File: config.mk
export PLATFORM = sky130hd
export DESIGN_NAME = rolling_window_sum_mean_top
export DESIGN_NICKNAME = d
export VERILOG_FILES = /design/src/design/rwsm_pkg.sv /design/src/design/rolling_window_sum_mean_top.sv /design/src/design/rwsm_ring.sv /design/src/design/rwsm_div.sv
export SDC_FILE = /design/constraint.sdc
export NUM_CORES = 2
export LEC_CHECK = 0
export BUFFER_PORTS_ARGS = -buffer_cell sky130_fd_sc_hd__buf_2
export CORE_UTILIZATION = 54
export DETAILED_ROUTE_END_ITERATION = 16
export GPL_TIMING_DRIVEN = 0
export HOLD_SLACK_MARGIN = 0.03
export PLACE_DENSITY = 0.7
export SYNTH_ARGS = -nofsm -noshare
export SYNTH_HDL_FRONTEND = slang
export SYNTH_HIERARCHICAL = 1
export SYNTH_SLANG_ARGS = --single-unit
File: constraint.sdc
create_clock -name clock -period 7.3 [get_ports clock]
set_clock_uncertainty 0.2 [all_clocks]
set_input_delay 0.73 -clock clock [delete_from_list [all_inputs] [get_ports clock]]
set_output_delay 0.73 -clock clock [all_outputs]
set_load 0.02 [all_outputs]
File: src/design/rwsm_pkg.sv
// shared constants, register indexes and types for the rolling window sum and mean block
package rwsm_pkg;

   localparam int MAX_WINDOW      = 32;
   localparam int SAMPLE_WIDTH    = 32;
   localparam int SLOT_WIDTH      = $clog2(MAX_WINDOW);
   localparam int COUNT_WIDTH     = $clog2(MAX_WINDOW + 1);
   localparam int VALUE_WIDTH     = SAMPLE_WIDTH + SLOT_WIDTH;
   localparam int ENTRY_WIDTH     = SAMPLE_WIDTH + 1;
   localparam int DIV_COUNT_WIDTH = $clog2(VALUE_WIDTH + 1);

   localparam int CSR_INDEX_WIDTH = 3;
   localparam int CSR_DATA_WIDTH  = 6;
   localparam int WSIZE_WIDTH     = 6;
   localparam int ALIGN_WIDTH     = 2;

   localparam logic [CSR_INDEX_WIDTH-1:0] CSR_WINDOW_SIZE  = 3'd0;
   localparam logic [CSR_INDEX_WIDTH-1:0] CSR_AVERAGE_MODE = 3'd1;
   localparam logic [CSR_INDEX_WIDTH-1:0] CSR_ALIGNMENT    = 3'd2;
   localparam logic [CSR_INDEX_WIDTH-1:0] CSR_PAD_ENABLE   = 3'd3;
   localparam logic [CSR_INDEX_WIDTH-1:0] CSR_SKIP_MISSING = 3'd4;

   localparam logic [ALIGN_WIDTH-1:0] ALIGN_MID  = 2'd0;
   localparam logic [ALIGN_WIDTH-1:0] ALIGN_HEAD = 2'd1;

   localparam logic [WSIZE_WIDTH-1:0] WSIZE_RESET = 6'd3;

   typedef struct packed {
      logic rd_en;
      logic wr_en;
      logic clear;
   } ring_ctrl_type;

   typedef struct packed {
      logic signed [VALUE_WIDTH-1:0] total;
      logic [COUNT_WIDTH-1:0]        present;
      logic [COUNT_WIDTH-1:0]        missing;
      logic                          full;
      logic                          first;
   } ring_status_type;

endpackage

File: src/design/rolling_window_sum_mean_top.sv
// top level: configuration registers, transaction sequencer and result register
//
//   channel  dir  handshake              payload
//   req      in   req_valid/req_stall    req_sample, req_sample_missing, req_end_of_sequence
//   rsp      out  rsp_valid/rsp_stall    rsp_value, rsp_value_missing, rsp_last_of_run
//   csr      in   csr_valid/csr_ready    csr_index, csr_data
//
// one sample per transaction: ring read on acceptance, write-back in ST_UPD, decision
// in ST_RES, window mean in the one-bit-per-cycle divider (ST_DIV), then each result
// (padding included) loaded one per cycle while rsp is not stalled; req_stall stays
// high from acceptance until the last result is loaded, or through ST_RES if the window
// is not full; synchronous reset restores register defaults and empties the window
module rolling_window_sum_mean_top (
   input  logic                                        clock,
   input  logic                                        reset,
   input  logic                                        req_valid,
   output logic                                        req_stall,
   input  logic signed [rwsm_pkg::SAMPLE_WIDTH-1:0]    req_sample,
   input  logic                                        req_sample_missing,
   input  logic                                        req_end_of_sequence,
   output logic                                        rsp_valid,
   input  logic                                        rsp_stall,
   output logic signed [rwsm_pkg::VALUE_WIDTH-1:0]     rsp_value,
   output logic                                        rsp_value_missing,
   output logic                                        rsp_last_of_run,
   input  logic                                        csr_valid,
   output logic                                        csr_ready,
   input  logic [rwsm_pkg::CSR_INDEX_WIDTH-1:0]        csr_index,
   input  logic [rwsm_pkg::CSR_DATA_WIDTH-1:0]         csr_data
);

   localparam logic [2:0] ST_IDLE = 3'd0;
   localparam logic [2:0] ST_UPD  = 3'd1;
   localparam logic [2:0] ST_RES  = 3'd2;
   localparam logic [2:0] ST_DIV  = 3'd3;
   localparam logic [2:0] ST_EMIT = 3'd4;

   logic [2:0] state_ff, state_in;

   logic [rwsm_pkg::WSIZE_WIDTH-1:0] window_size_ff;
   logic                             average_mode_ff;
   logic [rwsm_pkg::ALIGN_WIDTH-1:0] alignment_ff;
   logic                             pad_enable_ff;
   logic                             skip_missing_ff;
   logic                             csr_write;

   logic signed [rwsm_pkg::SAMPLE_WIDTH-1:0] sample_ff;
   logic                                     missing_ff;
   logic                                     eos_ff;

   logic signed [rwsm_pkg::VALUE_WIDTH-1:0] res_val_ff;
   logic                                    res_miss_ff;
   logic [rwsm_pkg::COUNT_WIDTH-1:0]        lead_cnt_ff;
   logic [rwsm_pkg::COUNT_WIDTH-1:0]        trail_cnt_ff;
   logic                                    main_pending_ff;

   logic                                    rsp_valid_ff;
   logic signed [rwsm_pkg::VALUE_WIDTH-1:0] rsp_value_ff;
   logic                                    rsp_value_missing_ff;
   logic                                    rsp_last_of_run_ff;

   logic [rwsm_pkg::COUNT_WIDTH-1:0]        k;
   logic [rwsm_pkg::COUNT_WIDTH-1:0]        start_pos;
   logic [rwsm_pkg::COUNT_WIDTH-1:0]        k_minus_one;
   logic                                    accept;
   logic                                    out_free;
   logic                                    base_miss;
   logic                                    need_div;
   logic                                    final_load;
   logic                                    total_neg;
   logic [rwsm_pkg::VALUE_WIDTH-1:0]        total_mag;

   rwsm_pkg::ring_ctrl_type   ring_ctrl;
   rwsm_pkg::ring_status_type ring_status;
   logic                                    div_done;
   logic [rwsm_pkg::VALUE_WIDTH-1:0]        div_quotient;

   assign accept    = req_valid && !req_stall;
   assign req_stall = (state_ff != ST_IDLE);
   assign csr_ready = 1'b1;
   assign csr_write = csr_valid && csr_ready;
   assign out_free  = !rsp_valid_ff || !rsp_stall;

   always_comb begin
      if (window_size_ff == '0) begin
         k = rwsm_pkg::COUNT_WIDTH'(1);
      end else if (rwsm_pkg::COUNT_WIDTH'(window_size_ff) >
                   rwsm_pkg::COUNT_WIDTH'(rwsm_pkg::MAX_WINDOW)) begin
         k = rwsm_pkg::COUNT_WIDTH'(rwsm_pkg::MAX_WINDOW);
      end else begin
         k = rwsm_pkg::COUNT_WIDTH'(window_size_ff);
      end
      k_minus_one = k - 1'b1;
      case (alignment_ff)
         rwsm_pkg::ALIGN_MID:  start_pos = k_minus_one >> 1;
         rwsm_pkg::ALIGN_HEAD: start_pos = '0;
         default:              start_pos = k_minus_one;
      endcase
   end

   always_ff @(posedge clock) begin
      if (reset) begin
         window_size_ff  <= rwsm_pkg::WSIZE_RESET;
         average_mode_ff <= 1'b0;
         alignment_ff    <= '0;
         pad_enable_ff   <= 1'b0;
         skip_missing_ff <= 1'b0;
      end else if (csr_write) begin
         case (csr_index)
            rwsm_pkg::CSR_WINDOW_SIZE:  window_size_ff  <= csr_data[rwsm_pkg::WSIZE_WIDTH-1:0];
            rwsm_pkg::CSR_AVERAGE_MODE: average_mode_ff <= csr_data[0];
            rwsm_pkg::CSR_ALIGNMENT:    alignment_ff    <= csr_data[rwsm_pkg::ALIGN_WIDTH-1:0];
            rwsm_pkg::CSR_PAD_ENABLE:   pad_enable_ff   <= csr_data[0];
            rwsm_pkg::CSR_SKIP_MISSING: skip_missing_ff <= csr_data[0];
            default: ;
         endcase
      end
   end

   always_comb begin
      base_miss  = (ring_status.missing != '0) && !skip_missing_ff;
      need_div   = average_mode_ff && !base_miss && (ring_status.present != '0);
      total_neg  = ring_status.total[rwsm_pkg::VALUE_WIDTH-1];
      total_mag  = total_neg ? -ring_status.total : ring_status.total;
      final_load = (state_ff == ST_EMIT) && out_free && (lead_cnt_ff == '0)
                   && (main_pending_ff ? (trail_cnt_ff == '0)
                                       : (trail_cnt_ff == rwsm_pkg::COUNT_WIDTH'(1)));
   end

   always_comb begin
      ring_ctrl.rd_en = accept;
      ring_ctrl.wr_en = (state_ff == ST_UPD);
      ring_ctrl.clear = (csr_write && (csr_index == rwsm_pkg::CSR_WINDOW_SIZE))
                        || (eos_ff && (((state_ff == ST_RES) && !ring_status.full)
                                       || final_load));
   end

   always_comb begin
      state_in = state_ff;
      case (state_ff)
         ST_IDLE: if (accept) state_in = ST_UPD;
         ST_UPD:  state_in = ST_RES;
         ST_RES: begin
            if (!ring_status.full) begin
               state_in = ST_IDLE;
            end else if (need_div) begin
               state_in = ST_DIV;
            end else begin
               state_in = ST_EMIT;
            end
         end
         ST_DIV:  if (div_done) state_in = ST_EMIT;
         ST_EMIT: if (final_load) state_in = ST_IDLE;
         default: state_in = ST_IDLE;
      endcase
   end

   always_ff @(posedge clock) begin
      if (reset) begin
         state_ff <= ST_IDLE;
      end else begin
         state_ff <= state_in;
      end
   end

   always_ff @(posedge clock) begin
      if (accept) begin
         sample_ff  <= req_sample;
         missing_ff <= req_sample_missing;
         eos_ff     <= req_end_of_sequence;
      end
   end

   always_ff @(posedge clock) begin
      if (reset) begin
         main_pending_ff <= 1'b0;
         lead_cnt_ff     <= '0;
         trail_cnt_ff    <= '0;
      end else if (state_ff == ST_RES) begin
         main_pending_ff <= 1'b1;
         lead_cnt_ff     <= (ring_status.first && pad_enable_ff) ? start_pos : '0;
         trail_cnt_ff    <= (eos_ff && pad_enable_ff) ? (k_minus_one - start_pos) : '0;
      end else if ((state_ff == ST_EMIT) && out_free) begin
         if (lead_cnt_ff != '0) begin
            lead_cnt_ff <= lead_cnt_ff - 1'b1;
         end else if (main_pending_ff) begin
            main_pending_ff <= 1'b0;
         end else if (trail_cnt_ff != '0) begin
            trail_cnt_ff <= trail_cnt_ff - 1'b1;
         end
      end
   end

   always_ff @(posedge clock) begin
      if (state_ff == ST_RES) begin
         res_miss_ff <= base_miss || (average_mode_ff && (ring_status.present == '0));
         res_val_ff  <= (average_mode_ff || base_miss) ? '0 : ring_status.total;
      end else if ((state_ff == ST_DIV) && div_done) begin
         res_val_ff <= total_neg ? -$signed(div_quotient) : $signed(div_quotient);
      end
   end

   rwsm_ring u_ring (
      .clock          (clock),
      .reset          (reset),
      .ctrl           (ring_ctrl),
      .k              (k),
      .sample         (sample_ff),
      .sample_missing (missing_ff),
      .status         (ring_status)
   );

   rwsm_div u_div (
      .clock    (clock),
      .reset    (reset),
      .start    ((state_ff == ST_RES) && ring_status.full && need_div),
      .dividend (total_mag),
      .divisor  (ring_status.present),
      .done     (div_done),
      .quotient (div_quotient)
   );

   always_ff @(posedge clock) begin
      if (reset) begin
         rsp_valid_ff <= 1'b0;
      end else if ((state_ff == ST_EMIT) && out_free) begin
         rsp_valid_ff <= 1'b1;
      end else if (!rsp_stall) begin
         rsp_valid_ff <= 1'b0;
      end
   end

   always_ff @(posedge clock) begin
      if ((state_ff == ST_EMIT) && out_free) begin
         rsp_last_of_run_ff <= final_load;
         if ((lead_cnt_ff == '0) && main_pending_ff) begin
            rsp_value_ff         <= res_miss_ff ? '0 : res_val_ff;
            rsp_value_missing_ff <= res_miss_ff;
         end else begin
            rsp_value_ff         <= '0;
            rsp_value_missing_ff <= 1'b1;
         end
      end
   end

   assign rsp_valid         = rsp_valid_ff;
   assign rsp_value         = rsp_value_ff;
   assign rsp_value_missing = rsp_value_missing_ff;
   assign rsp_last_of_run   = rsp_last_of_run_ff;

endmodule

File: src/design/rwsm_ring.sv
// sample ring memory with read-modify-write of the running total and window counts
module rwsm_ring (
   input  logic                                   clock,
   input  logic                                   reset,
   input  rwsm_pkg::ring_ctrl_type                ctrl,
   input  logic [rwsm_pkg::COUNT_WIDTH-1:0]       k,
   input  logic signed [rwsm_pkg::SAMPLE_WIDTH-1:0] sample,
   input  logic                                   sample_missing,
   output rwsm_pkg::ring_status_type              status
);

   logic [rwsm_pkg::ENTRY_WIDTH-1:0] mem [rwsm_pkg::MAX_WINDOW];
   logic [rwsm_pkg::ENTRY_WIDTH-1:0] rd_data_ff;

   logic [rwsm_pkg::SLOT_WIDTH-1:0]          slot_ff, slot_in;
   logic [rwsm_pkg::COUNT_WIDTH-1:0]         seen_ff, seen_in;
   logic signed [rwsm_pkg::VALUE_WIDTH-1:0]  total_ff, total_in;
   logic [rwsm_pkg::COUNT_WIDTH-1:0]         missing_ff, missing_in;
   logic [rwsm_pkg::COUNT_WIDTH-1:0]         present_ff, present_in;
   logic                                     first_ff, first_in;

   logic                                     full_before;
   logic                                     old_miss;
   logic signed [rwsm_pkg::SAMPLE_WIDTH-1:0] old_val;
   logic signed [rwsm_pkg::VALUE_WIDTH-1:0]  sub_val;
   logic signed [rwsm_pkg::VALUE_WIDTH-1:0]  add_val;
   logic [rwsm_pkg::COUNT_WIDTH-1:0]         slot_next;
   logic [rwsm_pkg::COUNT_WIDTH-1:0]         seen_next;
   logic                                     miss_dec;
   logic                                     pres_dec;

   always_ff @(posedge clock) begin
      if (ctrl.rd_en) begin
         rd_data_ff <= mem[slot_ff];
      end
      if (ctrl.wr_en) begin
         mem[slot_ff] <= {sample_missing,
                          sample_missing ? {rwsm_pkg::SAMPLE_WIDTH{1'b0}} : sample};
      end
   end

   always_comb begin
      full_before = (seen_ff >= k);
      old_miss    = rd_data_ff[rwsm_pkg::SAMPLE_WIDTH];
      old_val     = rd_data_ff[rwsm_pkg::SAMPLE_WIDTH-1:0];
      sub_val     = (full_before && !old_miss) ?
                    rwsm_pkg::VALUE_WIDTH'(old_val) : '0;
      add_val     = sample_missing ? '0 : rwsm_pkg::VALUE_WIDTH'(sample);
      total_in    = total_ff - sub_val + add_val;
      miss_dec    = full_before && old_miss && (missing_ff != '0);
      pres_dec    = full_before && !old_miss && (present_ff != '0);
      missing_in  = missing_ff - rwsm_pkg::COUNT_WIDTH'(miss_dec)
                    + rwsm_pkg::COUNT_WIDTH'(sample_missing);
      present_in  = present_ff - rwsm_pkg::COUNT_WIDTH'(pres_dec)
                    + rwsm_pkg::COUNT_WIDTH'(!sample_missing);
      slot_next   = rwsm_pkg::COUNT_WIDTH'(slot_ff) + 1'b1;
      slot_in     = (slot_next >= k) ? '0 : slot_next[rwsm_pkg::SLOT_WIDTH-1:0];
      seen_next   = seen_ff + 1'b1;
      seen_in     = full_before ? seen_ff : seen_next;
      first_in    = !full_before && (seen_next == k);
   end

   always_ff @(posedge clock) begin
      if (reset || ctrl.clear) begin
         slot_ff    <= '0;
         seen_ff    <= '0;
         total_ff   <= '0;
         missing_ff <= '0;
         present_ff <= '0;
         first_ff   <= 1'b0;
      end else if (ctrl.wr_en) begin
         slot_ff    <= slot_in;
         seen_ff    <= seen_in;
         total_ff   <= total_in;
         missing_ff <= missing_in;
         present_ff <= present_in;
         first_ff   <= first_in;
      end
   end

   assign status.total   = total_ff;
   assign status.present = present_ff;
   assign status.missing = missing_ff;
   assign status.full    = (seen_ff == k);
   assign status.first   = first_ff;

endmodule

File: src/design/rwsm_div.sv
// radix-2 restoring divider of the window total magnitude by the present count
module rwsm_div (
   input  logic                                 clock,
   input  logic                                 reset,
   input  logic                                 start,
   input  logic [rwsm_pkg::VALUE_WIDTH-1:0]     dividend,
   input  logic [rwsm_pkg::COUNT_WIDTH-1:0]     divisor,
   output logic                                 done,
   output logic [rwsm_pkg::VALUE_WIDTH-1:0]     quotient
);

   logic                                    busy_ff;
   logic                                    done_ff;
   logic [rwsm_pkg::DIV_COUNT_WIDTH-1:0]    cnt_ff;
   logic [rwsm_pkg::VALUE_WIDTH-1:0]        quo_ff;
   logic [rwsm_pkg::COUNT_WIDTH-1:0]        rem_ff;
   logic [rwsm_pkg::COUNT_WIDTH-1:0]        divisor_ff;
   logic [rwsm_pkg::COUNT_WIDTH:0]          trial;
   logic                                    fits;

   always_comb begin
      trial = {rem_ff, quo_ff[rwsm_pkg::VALUE_WIDTH-1]};
      fits  = (trial >= {1'b0, divisor_ff});
   end

   always_ff @(posedge clock) begin
      if (reset) begin
         busy_ff <= 1'b0;
         done_ff <= 1'b0;
         cnt_ff  <= '0;
      end else begin
         done_ff <= 1'b0;
         if (start) begin
            busy_ff <= 1'b1;
            cnt_ff  <= '0;
         end else if (busy_ff) begin
            cnt_ff <= cnt_ff + 1'b1;
            if (cnt_ff == rwsm_pkg::DIV_COUNT_WIDTH'(rwsm_pkg::VALUE_WIDTH - 1)) begin
               busy_ff <= 1'b0;
               done_ff <= 1'b1;
            end
         end
      end
   end

   always_ff @(posedge clock) begin
      if (start) begin
         quo_ff     <= dividend;
         rem_ff     <= '0;
         divisor_ff <= divisor;
      end else if (busy_ff) begin
         quo_ff <= {quo_ff[rwsm_pkg::VALUE_WIDTH-2:0], fits};
         rem_ff <= fits ? rwsm_pkg::COUNT_WIDTH'(trial - {1'b0, divisor_ff})
                        : trial[rwsm_pkg::COUNT_WIDTH-1:0];
      end
   end

   assign done     = done_ff;
   assign quotient = quo_ff;

endmodule
==> results.toml <==
[outcome]
outcome = "finished with violations"
violations = "capacitance limit, slew limit"

[route]
vias_per_cell = 6.39
ant_nets = 0
drt_iter0_drc = 4230
routed_wirelength_um = 155000
vias = 33443
routedWlPerCell_um = 29.5
drc_errors = 0
first_pass_iters = 6

[min_path]
hold_path.class = "input port to register"

[grt]
grt_overflow = 0
met1_usage_pct = 38.9
grt.met2_usage_pct = 46.1
grt.total_usage_pct = 29.2
gr-max-usage-layer = "met2"
use_met3_pct = 7.00
grt_pass1_wl_um = 222000
grt_antenna_before_repair = 2
grt_max_degree = 40
grt_pass1_vias = 33114

[synth]
async_reset_ff_share_pct = 0
synthCells = 3426
yosys_warnings = 6
ys_ff_latch = 1346
netlist_area_sq_mm = 0.0571
synth_seq_area_share_pct = 68.9
synthesis.nets = 3604
synth-edff-count = 1243
yosys_most_used_dff = "edfxtp_1"
synthDistinctLibCells = 86
syn_area_per_cell_sq_um = 16.7

[worst_setup_path]
r2r_setup_slack_ns = 1.23
setup.worst_path.end_class = "register"
cp_max_fo = 34
cpPeakStageDelay_ns = 0.88
required_ns = 7.67
crit_type = "register to register"
start_kind = "register"
rr_startpoint = "missing_ff$_DFFE_PP_"
r2r_end = "u_ring/total_ff[24]$_SDFFE_PP0P_"
critPathSlowestCell = "edfxtp_1"
cp-endpoint = "u_ring/total_ff[24]$_SDFFE_PP0P_"
worstPathArrival_ns = 6.44
crit_chain = "inv_1 -> buf_1 -> nand2_1 -> fa_1 -> inv_1 -> ha_1 -> nand2_1 -> or3_1 -> a211o_1 -> a31o_1 -> and2_1 -> o21ai_0 -> mux2i_1 -> o311ai_0"
worstSetupPathDepth = 14
path_buf_inv = 3
rr_worst_depth = 14
cp-startpoint = "missing_ff$_DFFE_PP_"
critPathTopFamily = "buffers and inverters"

[floorplanning]
chipWidth_um = 327
core-area_sq_mm = 0.104
die_area_sq_mm = 0.107
fp-row-count = 118
die_h_um = 327
floorplan.initialDensity_pct = 54.8
io_pins = 90

[cts]
root_buffer = "clkbuf_16"
clock_latency_ns = 0.76
tritoncts = "done"
clk_pin_slew_ns = 0.06
htree_levels = 4
cts_buffers = 138
cts_num_sinks = 1346
clock_path_buffers = 3

[timing]
timing.hold.ws_ns = 0.0538
max_freq_ghz = 0.165
maxSlewHeadroom_pct = -2.29
fin_crit_ns = 6.07
timing.setup.tns_ns = 0
setup_viol = 0
worst_pin_slew_ns = 1.53
hold_violations = 0
rsz0062_at_grt = "false"
fin_crit_sh_pct = 83.1
slew_violations = 11

[finish]
layout_common_cells = "edfxtp_1, mux4_2, inv_1"
drive_gt1_share_pct = 18.8
area_growth_pct = 14.5
layout.core_utilization_pct = 62.8
fillers = 7395
fin_nets = 3921
layout_commonest_cell = "edfxtp_1"

[place]
dp_hpwl_um = 102000
io_buffers = 88
place_congestion = 0.903

[pwr]
power_density_mw_per_mm2 = 273
power_uw = 17900
leakagePower_uw = 0.0215
irDropWorstVdd_mv = 0.260

[flow_run]
max_cap_viol_count = 1
logic make-up after synthesis:
kind of cell	Yosys count	synth area share, %
AOI/OAI and AO/OA	466	5.71
xor gates and xnor gates	127	1.95
adders and majority gates	130	3.37
buffers and inverters	377	2.56
DFF	1346	68.9
muxes	340	11.8
other	1	0.00656
and+or+nand+nor	639	5.65
metrics by stage:
stage	std cells	setup slack [ns]	cell area, sq um
3_5_place_dp	4945	1.45	60600
4_1_cts	5230	1.40	65400
3_3_place_gp	4894	-4.35	59300
5_1_grt	5230	1.12	65400
2_1_floorplan	3426	0.758	57100
6_report	5231	1.23	65400
worst register-to-register path: cells and delay by family, from the launching register on:
kind	cells	cell delay (ns)
compound gates	4	1.06
flops	1	0.88
simple gates	4	1.18
fa+ha+maj	2	1.03
buf+inv	3	1.33
mux	1	0.23
layout make-up:
class	instances	area (sq um)	share of cell area (%)
well taps	1380	1730	2.64
flip-flops and latches	1346	39400	60.2
inverters	212	796	1.22
clock inverters	74	781	1.19
diodes	1	2.50	0.00382
multi-input cells	1703	16500	25.3
repair buffers	177	1840	2.81
plain buffers	165	667	1.02
clock buffers	173	3680	5.62
registers in the layout (all words and copies together) (netlist names), 3 cells and up:
| name | flops |
|---|---|
| u_ring/total_ff | 37 |
| u_ring/present_ff | 6 |
| sample_ff | 32 |
| trail_cnt_ff | 6 |
| u_ring/seen_ff | 6 |
| rsp_value | 37 |
| u_ring/slot_ff | 5 |
| u_ring/rd_data_ff | 33 |
| u_div/quotient | 37 |
| state_ff | 3 |
| u_div/cnt_ff | 6 |
| u_div/divisor_ff | 6 |
| res_val_ff | 37 |
| u_ring/missing_ff | 6 |
| lead_cnt_ff | 6 |
| u_ring/mem | 1056 |
| u_div/rem_ff | 6 |
| window_size_ff | 6 |
synthesized netlist by cell type, types with 9 or more instances:
cell	instances	area, sq um
or3_1	17	106
nand2_1	167	627
a22oi_1	137	1030
nor4_1	9	56.3
mux4_2	264	5950
ha_1	90	1130
xor2_1	59	517
nor3_1	34	170
and2_1	73	457
o21ai_0	85	425
o41ai_1	10	87.6
nand3b_1	10	75.1
mux2_2	39	439
clkbuf_1	110	413
a21o_1	31	233
mux2i_1	37	370
nand4_1	45	282
nand2b_1	20	125
a21oi_1	72	360
a211oi_1	18	135
nand3_1	36	180
and3_1	15	93.8
buf_1	31	116
dfxtp_1	103	2060
inv_1	212	796
xnor2_1	68	596
buf_2	19	95.1
fa_1	40	801
o31ai_1	21	158
nor2_1	148	556
or4_1	16	120
nor2b_1	11	68.8
edfxtp_1	1243	37300
repair_timing:
item | CTS | global route
buffers inserted | 0 | 0
hold buffers | 38 | 0
endpoints found under the hold margin | 38 | 0
gates resized for setup | 0 | 0
power breakdown:
part	internal [uW]	leakage (uW)	switching [uW]
Combinational	868	0.00718	1330
Clock	4020	0.00218	2950
Sequential	8590	0.0122	131
Total	13500	0.0215	4400
routing by layer:
metal | vias to the layer above | share of wire (%)
met5 | - | 0
met4 | 0 | 4.6
met3 | 430 | 12
met2 | 2109 | 47
met1 | 16865 | 37
li1 | 14039 | -
how the worst min path moves through the flow:
stage / start / to / slack [ns] / depth (start not counted)
after floorplan: u_ring/first_ff$_SDFFE_PP0P_ / u_ring/first_ff$_SDFFE_PP0P_ / 0.23 / 2
after global placement: u_ring/first_ff$_SDFFE_PP0P_ / u_ring/first_ff$_SDFFE_PP0P_ / 0.24 / 2
after detailed placement: u_ring/first_ff$_SDFFE_PP0P_ / u_ring/first_ff$_SDFFE_PP0P_ / 0.27 / 2
after CTS: csr_data[5] / window_size_ff[5]$_SDFFE_PP0P_ / 0.03 / 3
after global routing: csr_data[5] / window_size_ff[5]$_SDFFE_PP0P_ / 0.05 / 3
final: csr_data[5] / window_size_ff[5]$_SDFFE_PP0P_ / 0.05 / 3
No activity file was read; power rests on OpenSTA's default activity.
